File: config.mk
export PLATFORM = sky130hd
export DESIGN_NAME = utf8_codepoint_decoder_flat
export DESIGN_NICKNAME = d
export VERILOG_FILES = /design/src/utf8d_pkg.sv /design/src/utf8d_ifs.sv /design/src/utf8d_classify.sv /design/src/utf8d_check.sv /design/src/utf8d_assemble.sv /design/src/utf8_codepoint_decoder.sv /design/src/flat_wrapper.sv
export VERILOG_INCLUDE_DIRS = /design/src /design/src/src
export SDC_FILE = /design/constraint.sdc
export NUM_CORES = 1
export LEC_CHECK = 0
export BUFFER_PORTS_ARGS = -buffer_cell sky130_fd_sc_hd__buf_2
export CAP_MARGIN = 0
export CORE_MARGIN = 2
export CORE_UTILIZATION = 55
export DETAILED_ROUTE_END_ITERATION = 7
export PLACE_DENSITY_LB_ADDON = 0.12
export SYNTH_ARGS = -nofsm -noshare
export SYNTH_HDL_FRONTEND = slang
export SYNTH_SLANG_ARGS = --single-unit
File: constraint.sdc
create_clock -name clk -period 10.1 [get_ports clk]
set_clock_uncertainty 0.15 [all_clocks]
set_input_delay 1.515 -clock clk [delete_from_list [all_inputs] [get_ports clk]]
set_output_delay 1.515 -clock clk [all_outputs]
set_load 0.03 [all_outputs]
File: src/assert_macros.svh
// assertion macros shared by the decoder rtl
`ifndef ASSERT_MACROS_SVH
`define ASSERT_MACROS_SVH

// clocked property, off while in reset
`define UTF8D_ASSERT(lbl, prop, msg) \
  lbl: assert property (@(posedge clk) disable iff (rst) (prop)) else $error(msg);

// same-cycle implication, off while in reset
`define UTF8D_IMPLY(lbl, ante, cons, msg) \
  `UTF8D_ASSERT(lbl, (ante) |-> (cons), msg)

`endif

File: src/utf8d_pkg.sv
// types, constants and lead-byte helpers for the utf-8 decoder
package utf8d_pkg;

  localparam logic [20:0] REPL_CP   = 21'h00FFFD;
  localparam logic [20:0] MAX_CP    = 21'h10FFFF;
  localparam logic [2:0]  AVAIL_MAX = 3'd4;
  localparam logic [7:0]  CONT_LO   = 8'h80;
  localparam logic [7:0]  CONT_HI   = 8'hBF;

  // accept range of the second byte, picked by the lead byte
  typedef enum logic [2:0] {
    RNG_ANY,
    RNG_E0,
    RNG_ED,
    RNG_F0,
    RNG_F4
  } range_t;

  // raw window as it arrives
  typedef struct packed {
    logic [7:0] byte_first;
    logic [7:0] byte_second;
    logic [7:0] byte_third;
    logic [7:0] byte_fourth;
    logic [2:0] avail_count;
  } win_t;

  // after lead-byte classification
  typedef struct packed {
    logic [7:0] b0;
    logic [7:0] b1;
    logic [7:0] b2;
    logic [7:0] b3;
    logic [2:0] avail;
    logic [2:0] seq_len;
    range_t     rng;
    logic       ascii;
    logic       bad_lead;
    logic       empty;
  } cls_t;

  // after validation
  typedef struct packed {
    logic [7:0] b0;
    logic [7:0] b1;
    logic [7:0] b2;
    logic [7:0] b3;
    logic [2:0] width;
    logic       ok;
  } chk_t;

  // decoded result
  typedef struct packed {
    logic [20:0] code_point;
    logic [2:0]  consumed;
  } res_t;

  function automatic logic is_cont(input logic [7:0] b);
    return (b >= CONT_LO) && (b <= CONT_HI);
  endfunction

endpackage

File: src/utf8d_ifs.sv
// valid/ready channel interfaces for the decoder window and result
interface utf8d_win_if;
  logic       valid;
  logic       ready;
  logic [7:0] byte_first;
  logic [7:0] byte_second;
  logic [7:0] byte_third;
  logic [7:0] byte_fourth;
  logic [2:0] avail_count;

  modport source (output valid, byte_first, byte_second, byte_third, byte_fourth,
                  avail_count, input ready);
  modport sink (input valid, byte_first, byte_second, byte_third, byte_fourth,
                avail_count, output ready);
endinterface

interface utf8d_res_if;
  logic        valid;
  logic        ready;
  logic [20:0] code_point;
  logic [2:0]  consumed;

  modport source (output valid, code_point, consumed, input ready);
  modport sink (input valid, code_point, consumed, output ready);
endinterface

File: src/utf8d_classify.sv
// stage 1: clip the byte count and classify the lead byte
module utf8d_classify (
  input  logic            clk,
  input  logic            rst,
  input  logic            in_valid,
  output logic            in_ready,
  input  utf8d_pkg::win_t in_data,
  output logic            out_valid,
  input  logic            out_ready,
  output utf8d_pkg::cls_t out_data
);
  import utf8d_pkg::*;

  logic vld;
  cls_t stage;
  cls_t stage_next;
  logic [7:0] lead;

  assign lead = in_data.byte_first;

  always_comb begin
    stage_next          = '0;
    stage_next.b0       = in_data.byte_first;
    stage_next.b1       = in_data.byte_second;
    stage_next.b2       = in_data.byte_third;
    stage_next.b3       = in_data.byte_fourth;
    stage_next.avail    = (in_data.avail_count > AVAIL_MAX) ? AVAIL_MAX : in_data.avail_count;
    stage_next.empty    = (in_data.avail_count == 3'd0);
    stage_next.rng      = RNG_ANY;
    stage_next.seq_len  = 3'd1;
    stage_next.ascii    = 1'b0;
    stage_next.bad_lead = 1'b0;
    if (lead < 8'h80) begin
      stage_next.ascii = 1'b1;
    end else if (lead < 8'hC2) begin
      stage_next.bad_lead = 1'b1;
    end else if (lead < 8'hE0) begin
      stage_next.seq_len = 3'd2;
    end else if (lead == 8'hE0) begin
      stage_next.seq_len = 3'd3;
      stage_next.rng     = RNG_E0;
    end else if (lead == 8'hED) begin
      stage_next.seq_len = 3'd3;
      stage_next.rng     = RNG_ED;
    end else if (lead < 8'hF0) begin
      stage_next.seq_len = 3'd3;
    end else if (lead == 8'hF0) begin
      stage_next.seq_len = 3'd4;
      stage_next.rng     = RNG_F0;
    end else if (lead < 8'hF4) begin
      stage_next.seq_len = 3'd4;
    end else if (lead == 8'hF4) begin
      stage_next.seq_len = 3'd4;
      stage_next.rng     = RNG_F4;
    end else begin
      stage_next.bad_lead = 1'b1;
    end
  end

  assign in_ready = !vld || out_ready;

  always_ff @(posedge clk) begin
    if (rst) begin
      vld <= 1'b0;
    end else if (in_ready) begin
      vld <= in_valid;
    end
  end

  always_ff @(posedge clk) begin
    if (in_valid && in_ready) begin
      stage <= stage_next;
    end
  end

  assign out_valid = vld;
  assign out_data  = stage;

endmodule

File: src/utf8d_check.sv
// stage 2: validate continuation bytes and settle the width
module utf8d_check (
  input  logic            clk,
  input  logic            rst,
  input  logic            in_valid,
  output logic            in_ready,
  input  utf8d_pkg::cls_t in_data,
  output logic            out_valid,
  input  logic            out_ready,
  output utf8d_pkg::chk_t out_data
);
  import utf8d_pkg::*;

  logic vld;
  chk_t stage;
  chk_t stage_next;
  logic [7:0] sec_lo;
  logic [7:0] sec_hi;
  logic sec_ok;

  always_comb begin
    case (in_data.rng)
      RNG_ANY: begin sec_lo = 8'h80; sec_hi = 8'hBF; end
      RNG_E0:  begin sec_lo = 8'hA0; sec_hi = 8'hBF; end
      RNG_ED:  begin sec_lo = 8'h80; sec_hi = 8'h9F; end
      RNG_F0:  begin sec_lo = 8'h90; sec_hi = 8'hBF; end
      RNG_F4:  begin sec_lo = 8'h80; sec_hi = 8'h8F; end
      default: begin sec_lo = 8'hFF; sec_hi = 8'h00; end
    endcase
  end

  assign sec_ok = (in_data.b1 >= sec_lo) && (in_data.b1 <= sec_hi);

  always_comb begin
    stage_next.b0    = in_data.b0;
    stage_next.b1    = in_data.b1;
    stage_next.b2    = in_data.b2;
    stage_next.b3    = in_data.b3;
    stage_next.width = 3'd1;
    stage_next.ok    = 1'b0;
    if (in_data.empty) begin
      stage_next.width = 3'd0;
    end else if (in_data.ascii) begin
      stage_next.ok = 1'b1;
    end else if (in_data.bad_lead || (in_data.avail < in_data.seq_len) || !sec_ok) begin
      stage_next.ok = 1'b0;
    end else if (in_data.seq_len == 3'd2) begin
      stage_next.width = 3'd2;
      stage_next.ok    = 1'b1;
    end else if (!is_cont(in_data.b2)) begin
      stage_next.ok = 1'b0;
    end else if (in_data.seq_len == 3'd3) begin
      stage_next.width = 3'd3;
      stage_next.ok    = 1'b1;
    end else if (!is_cont(in_data.b3)) begin
      stage_next.ok = 1'b0;
    end else begin
      stage_next.width = 3'd4;
      stage_next.ok    = 1'b1;
    end
  end

  assign in_ready = !vld || out_ready;

  always_ff @(posedge clk) begin
    if (rst) begin
      vld <= 1'b0;
    end else if (in_ready) begin
      vld <= in_valid;
    end
  end

  always_ff @(posedge clk) begin
    if (in_valid && in_ready) begin
      stage <= stage_next;
    end
  end

  assign out_valid = vld;
  assign out_data  = stage;

endmodule

File: src/utf8d_assemble.sv
// stage 3: pack the payload bits into the code point, output register
module utf8d_assemble (
  input  logic            clk,
  input  logic            rst,
  input  logic            in_valid,
  output logic            in_ready,
  input  utf8d_pkg::chk_t in_data,
  output logic            out_valid,
  input  logic            out_ready,
  output utf8d_pkg::res_t out_data
);
  import utf8d_pkg::*;

  logic vld;
  res_t stage;
  res_t stage_next;

  always_comb begin
    stage_next.consumed   = in_data.width;
    stage_next.code_point = REPL_CP;
    if (in_data.ok) begin
      case (in_data.width)
        3'd1: stage_next.code_point = {13'd0, in_data.b0};
        3'd2: stage_next.code_point = {10'd0, in_data.b0[4:0], in_data.b1[5:0]};
        3'd3: stage_next.code_point = {5'd0, in_data.b0[3:0], in_data.b1[5:0],
                                       in_data.b2[5:0]};
        3'd4: stage_next.code_point = {in_data.b0[2:0], in_data.b1[5:0],
                                       in_data.b2[5:0], in_data.b3[5:0]};
        default: stage_next.code_point = REPL_CP;
      endcase
    end
  end

  assign in_ready = !vld || out_ready;

  always_ff @(posedge clk) begin
    if (rst) begin
      vld <= 1'b0;
    end else if (in_ready) begin
      vld <= in_valid;
    end
  end

  always_ff @(posedge clk) begin
    if (in_valid && in_ready) begin
      stage <= stage_next;
    end
  end

  assign out_valid = vld;
  assign out_data  = stage;

endmodule

File: src/utf8_codepoint_decoder.sv
// utf-8 code point decoder: three-stage pipeline, top level
// Usage:
//   win carries one beat per window: four bytes, first byte is the lead, and
//   avail_count telling how many of them are valid (5..7 act as 4).
//   dec returns one beat per window: the code point and the bytes consumed.
//   Invalid or truncated sequences return U+FFFD with consumed 1; an empty
//   window returns U+FFFD with consumed 0. Bytes past the sequence are ignored.
// Timing:
//   Three register stages (classify, check, assemble); a window accepted on
//   win passes through them in order to dec. One window per cycle sustained
//   while dec.ready is high; each stage holds one beat.
// Reset:
//   rst clears every stage valid bit; no beat is in flight afterward.
// Stall:
//   when dec.ready is low each full stage holds its beat and win.ready drops
//   once the pipeline is full; nothing is dropped or repeated.
`include "assert_macros.svh"

module utf8_codepoint_decoder (
  input logic       clk,
  input logic       rst,
  utf8d_win_if.sink win,
  utf8d_res_if.source dec
);
  import utf8d_pkg::*;

  win_t win_data;
  cls_t cls_data;
  chk_t chk_data;
  res_t res_data;
  logic cls_valid;
  logic cls_ready;
  logic chk_valid;
  logic chk_ready;

  assign win_data.byte_first  = win.byte_first;
  assign win_data.byte_second = win.byte_second;
  assign win_data.byte_third  = win.byte_third;
  assign win_data.byte_fourth = win.byte_fourth;
  assign win_data.avail_count = win.avail_count;

  utf8d_classify u_classify (
    .clk       (clk),
    .rst       (rst),
    .in_valid  (win.valid),
    .in_ready  (win.ready),
    .in_data   (win_data),
    .out_valid (cls_valid),
    .out_ready (cls_ready),
    .out_data  (cls_data)
  );

  utf8d_check u_check (
    .clk       (clk),
    .rst       (rst),
    .in_valid  (cls_valid),
    .in_ready  (cls_ready),
    .in_data   (cls_data),
    .out_valid (chk_valid),
    .out_ready (chk_ready),
    .out_data  (chk_data)
  );

  utf8d_assemble u_assemble (
    .clk       (clk),
    .rst       (rst),
    .in_valid  (chk_valid),
    .in_ready  (chk_ready),
    .in_data   (chk_data),
    .out_valid (dec.valid),
    .out_ready (dec.ready),
    .out_data  (res_data)
  );

  assign dec.code_point = res_data.code_point;
  assign dec.consumed   = res_data.consumed;

  // empty window always reports the replacement character
  `UTF8D_IMPLY(a_empty_repl, dec.valid && (dec.consumed == 3'd0),
               dec.code_point == REPL_CP, "empty window without U+FFFD")
  // a one-byte result is either ascii or the replacement character
  `UTF8D_IMPLY(a_one_byte, dec.valid && (dec.consumed == 3'd1),
               (dec.code_point < 21'h80) || (dec.code_point == REPL_CP),
               "one-byte result out of range")
  // decoded values are scalar values only
  `UTF8D_IMPLY(a_scalar, dec.valid,
               (dec.code_point <= MAX_CP) &&
               ((dec.code_point < 21'hD800) || (dec.code_point > 21'hDFFF)),
               "surrogate or out-of-range code point")
  // width never exceeds four bytes
  `UTF8D_IMPLY(a_width, dec.valid, dec.consumed <= AVAIL_MAX, "consumed above four")
  // a check-stage beat with a multi-byte width must be valid utf-8
  `UTF8D_IMPLY(a_chk_ok, chk_valid && (chk_data.width > 3'd1), chk_data.ok,
               "multi-byte width on a rejected sequence")

endmodule
File: src/flat_wrapper.sv
// flat-port wrapper written by rule: the top's interface ports become plain ports
module utf8_codepoint_decoder_flat import utf8d_pkg::*;
  (clk, rst, win_valid, win_byte_first, win_byte_second, win_byte_third, win_byte_fourth, win_avail_count, win_ready, dec_valid, dec_code_point, dec_consumed, dec_ready);
  utf8d_win_if win_i ();
  utf8d_res_if dec_i ();
  input logic clk;
  input logic rst;
  input wire logic [$bits(win_i.valid)-1:0] win_valid;
  input wire logic [$bits(win_i.byte_first)-1:0] win_byte_first;
  input wire logic [$bits(win_i.byte_second)-1:0] win_byte_second;
  input wire logic [$bits(win_i.byte_third)-1:0] win_byte_third;
  input wire logic [$bits(win_i.byte_fourth)-1:0] win_byte_fourth;
  input wire logic [$bits(win_i.avail_count)-1:0] win_avail_count;
  output wire logic [$bits(win_i.ready)-1:0] win_ready;
  output wire logic [$bits(dec_i.valid)-1:0] dec_valid;
  output wire logic [$bits(dec_i.code_point)-1:0] dec_code_point;
  output wire logic [$bits(dec_i.consumed)-1:0] dec_consumed;
  input wire logic [$bits(dec_i.ready)-1:0] dec_ready;
  assign win_i.valid = win_valid;
  assign win_i.byte_first = win_byte_first;
  assign win_i.byte_second = win_byte_second;
  assign win_i.byte_third = win_byte_third;
  assign win_i.byte_fourth = win_byte_fourth;
  assign win_i.avail_count = win_avail_count;
  assign win_ready = win_i.ready;
  assign dec_valid = dec_i.valid;
  assign dec_code_point = dec_i.code_point;
  assign dec_consumed = dec_i.consumed;
  assign dec_i.ready = dec_ready;
  utf8_codepoint_decoder u_core (.clk(clk), .rst(rst), .win(win_i), .dec(dec_i));
endmodule
==> key figures <==
Status
  – Status: finished clean

Critical path
  – Critical Path End: win_ready
  – FF-to-FF End: u_core.u_check.out_data[0]
  – CP startpoint: dec_ready
  – Critical path type: in -> out
  – Worst Setup End Kind: primary output
  – Slowest-stage cell, CP: nor2b_1
  – Worst endpoint required time: around 8.4 ns
  – Crit Path Max Fanout: 6
  – Critical path cell sequence: buf_2, nor2b_1, nand3_1, buf_2
  – Critical Path AT: roughly 2.5 ns
  – CP peak stage delay: about 0.46 ns
  – Most used cell, CP: buf_2
  – Startpoint Class: input pin
  – Crit Reg-Reg Startpoint: u_core.u_classify.out_data[4]
  – R2R cell count: 8
  – Worst R2R Setup Slack: between 7 and 8 ns

Floorplan
  – Core region area: about 7300 µm²
  – DIE WIDTH: approximately 92 µm
  – Placement Rows: 31
  – Initial Utilization: between 50 and 60%
  – Die extent in y: between 90 and 100 µm
  – DIE AREA: around 8400 µm²
  – # IOs: 65

Route
  – Routed wire per std cell: 14.8 µm
  – # DRC: 0
  – Routed Antenna Nets: 0
  – Detailed Route WL: roughly 7 mm
  – Vias per std cell: around 5.4
  – Pre-antenna DRT Iters: 4
  – Total number of vias: between 2k and 2.5k
  – Number of DRC markers in iteration 0: 136

STA
  – Final setup vio count: 0
  – Period minus WS final: 4.11 ns
  – F_max: about 240 MHz
  – Final Hold Viols: 0
  – Slew headroom: 23.7%
  – Max-slew violation count: 0
  – Min setup slack post-route: ~6 ns
  – Worst-Margin Slew: around 1.1 ns
  – RSZ-0062 raised after global routing: no
  – Final TNS setup: 0 ns
  – Period utilisation layout: roughly two fifths

Power
  – Leak pwr: around 0.0018 µW
  – Power per Cell Area: 178 nW/µm²
  – Total chip power: around 880 µW
  – Worst VDD drop: ~0.098 mV

Clock tree
  – Worst-path clk slew: approximately 0.090 ns
  – CTS tree: done
  – Clk_lat worst skew: 0.36 ns
  – # H-tree levels: 3
  – Clock Tree Buf Depth: 2
  – Post-CTS Hold Buffers: 0
  – Post-CTS setup buffer count: 0
  – Clk sinks: just over 100
  – Post_cts resized: 0
  – CTS Buf Count: 9
  – CTS root buf: clkbuf_8

Synth
  – Most used flip-flop cell after synthesis: edfxtp_1
  – Top cell type's share of synthesized area: a little over two thirds
  – Syn nets: 347
  – Yosys reg bits: around 100
  – Netlist cell types: 44
  – Post-Syn Area per Cell: approximately 14 µm²
  – Mapped Area: between 4000 and 5000 µm²
  – Post-synthesis sequential area ratio: between 70% and 80%
  – Synth async-reset ratio: 0%
  – Number of synthesized flops with an enable pin: 98
  – Yosys warns: 0
  – Yosys top cell by area: edfxtp_1
  – Mapped Cells: 292
  – Synth area leaders: edfxtp_1 70%, ha_1 4.7%, a21oi_1 2.7%, mux2_2 2.1%, nand2_1 1.8%

Global route
  – Grt total ovfl: 0
  – Largest net degree at the start of global routing: 45
  – Global Route Usage Sum: between 10% and 20%
  – Antenna violations before repair: 0
  – First-pass GRT wire length: ~11 mm
  – Number of global-route vias before repair: roughly 2.3k

Placed design
  – Final Wtd Congestion: 0.800
  – Dpl ws: roughly 6.0 ns
  – Final HPWL DP: 4.84 mm
  – Placed cells: roughly 450
  – Port Buffers: 64

Cells and area
  – Final nets: 413
  – Final cell count without fillers: 462
  – Fin util: between 60 and 70%
  – Fill cells: ~550
  – # diodes: 0
  – Share of post-route cells with drive strength above 1: between 20% and 30%
  – Layout area overhead: 16.2%

Min path
  – Worst Hold Class: reg -> reg

Flow run
  – Max_cap viols: 0
[state kept, by name, indices dropped and copies added, names as in the netlist]
signal                       flops
u_core.u_assemble.out_valid      1
u_core.u_assemble.out_data      24
u_core.u_check.out_data         30
u_core.u_classify.out_valid      1
u_core.u_classify.out_data      44
u_core.u_check.out_valid         1
[Yosys cell counts, types with 5 or more instances]
cell type	count
nand2_1	20
clkbuf_1	6
inv_1	12
a21oi_1	23
nor3_1	5
o22ai_1	7
nor2b_1	12
o21ai_0	13
ha_1	16
edfxtp_1	98
and3_1	6
a22oi_1	7
mux2_2	8
nor2_1	12
[cell type report]
| type | instances | area, µm² | share of cell area, % |
|---|---|---|---|
| clock buffer | 9 | 124 | 2.52 |
| timing repair buffer | 66 | 335 | 6.83 |
| clock inverter | 7 | 125 | 2.55 |
| inverter | 12 | 45.0 | 0.917 |
| sequential | 101 | 3000 | 61.1 |
| multi-input combinational | 168 | 1160 | 23.5 |
| tap | 99 | 124 | 2.52 |
[power by group]
group | switching, µW | internal [µW] | total, µW
clock network | 139 | 168 | 307
registers | 15.0 | 486 | 501
logic | 39.2 | 28.7 | 67.9
total | 193 | 683 | 876
[worst min-delay path by stage]
stage / start / end / slack, ns / cells past startpoint
5_1_grt: u_core.u_classify.out_data[40] / u_core.u_check.out_data[32] / 0.28 / 0
3_3_place_gp: u_core.u_classify.out_data[14] / u_core.u_check.out_data[6] / 0.25 / 0
2_1_floorplan: u_core.u_classify.out_data[20] / u_core.u_check.out_data[12] / 0.25 / 0
4_1_cts: u_core.u_classify.out_data[24] / u_core.u_check.out_data[16] / 0.27 / 0
3_5_place_dp: u_core.u_classify.out_data[24] / u_core.u_check.out_data[16] / 0.25 / 0
6_report: u_core.u_classify.out_data[24] / u_core.u_check.out_data[16] / 0.28 / 0
[metal layers]
metal  vias to the layer above  global-route usage [%]  routed length (µm)
met5                         -                       0                   0
met2                        70                    26.4                3100
met4                         0                    7.09                 124
met3                        11                    2.96                 306
li1                       1261                       -                   -
met1                      1147                    25.5                3330
[logic make-up after synthesis]
group	synth area share (%)
flops	71.0
simple gates	9.23
buf+inv	2.16
fa+ha+maj	4.73
mux	2.37
compound gates	10.5
[metrics by stage]
| stage | hold WS (ns) | cell area, µm² |
|---|---|---|
| finish | 0.275 | 4910 |
| global route | 0.285 | 4910 |
| CTS | 0.275 | 4910 |
| detailed placement | 0.255 | 4660 |
| global placement | 0.252 | 4660 |
| floorplan | 0.250 | 4230 |
[worst max-delay path: cells and delay by family]
kind | cells | cell delay, ns
AND/OR/NAND/NOR | 2 | 0.63
buffers and inverters | 2 | 0.31
[layout by cell type, fill, tap and decap left out, types with 9 or more instances in the layout]
cell type  count
nand2_1       20
a21oi_1       23
nor2b_1       11
ha_1          16
edfxtp_1      98
o21ai_0       13
buf_2         64
clkbuf_8       9
nor2_1        12
inv_1         12
Power figures use the tool's default switching activity.
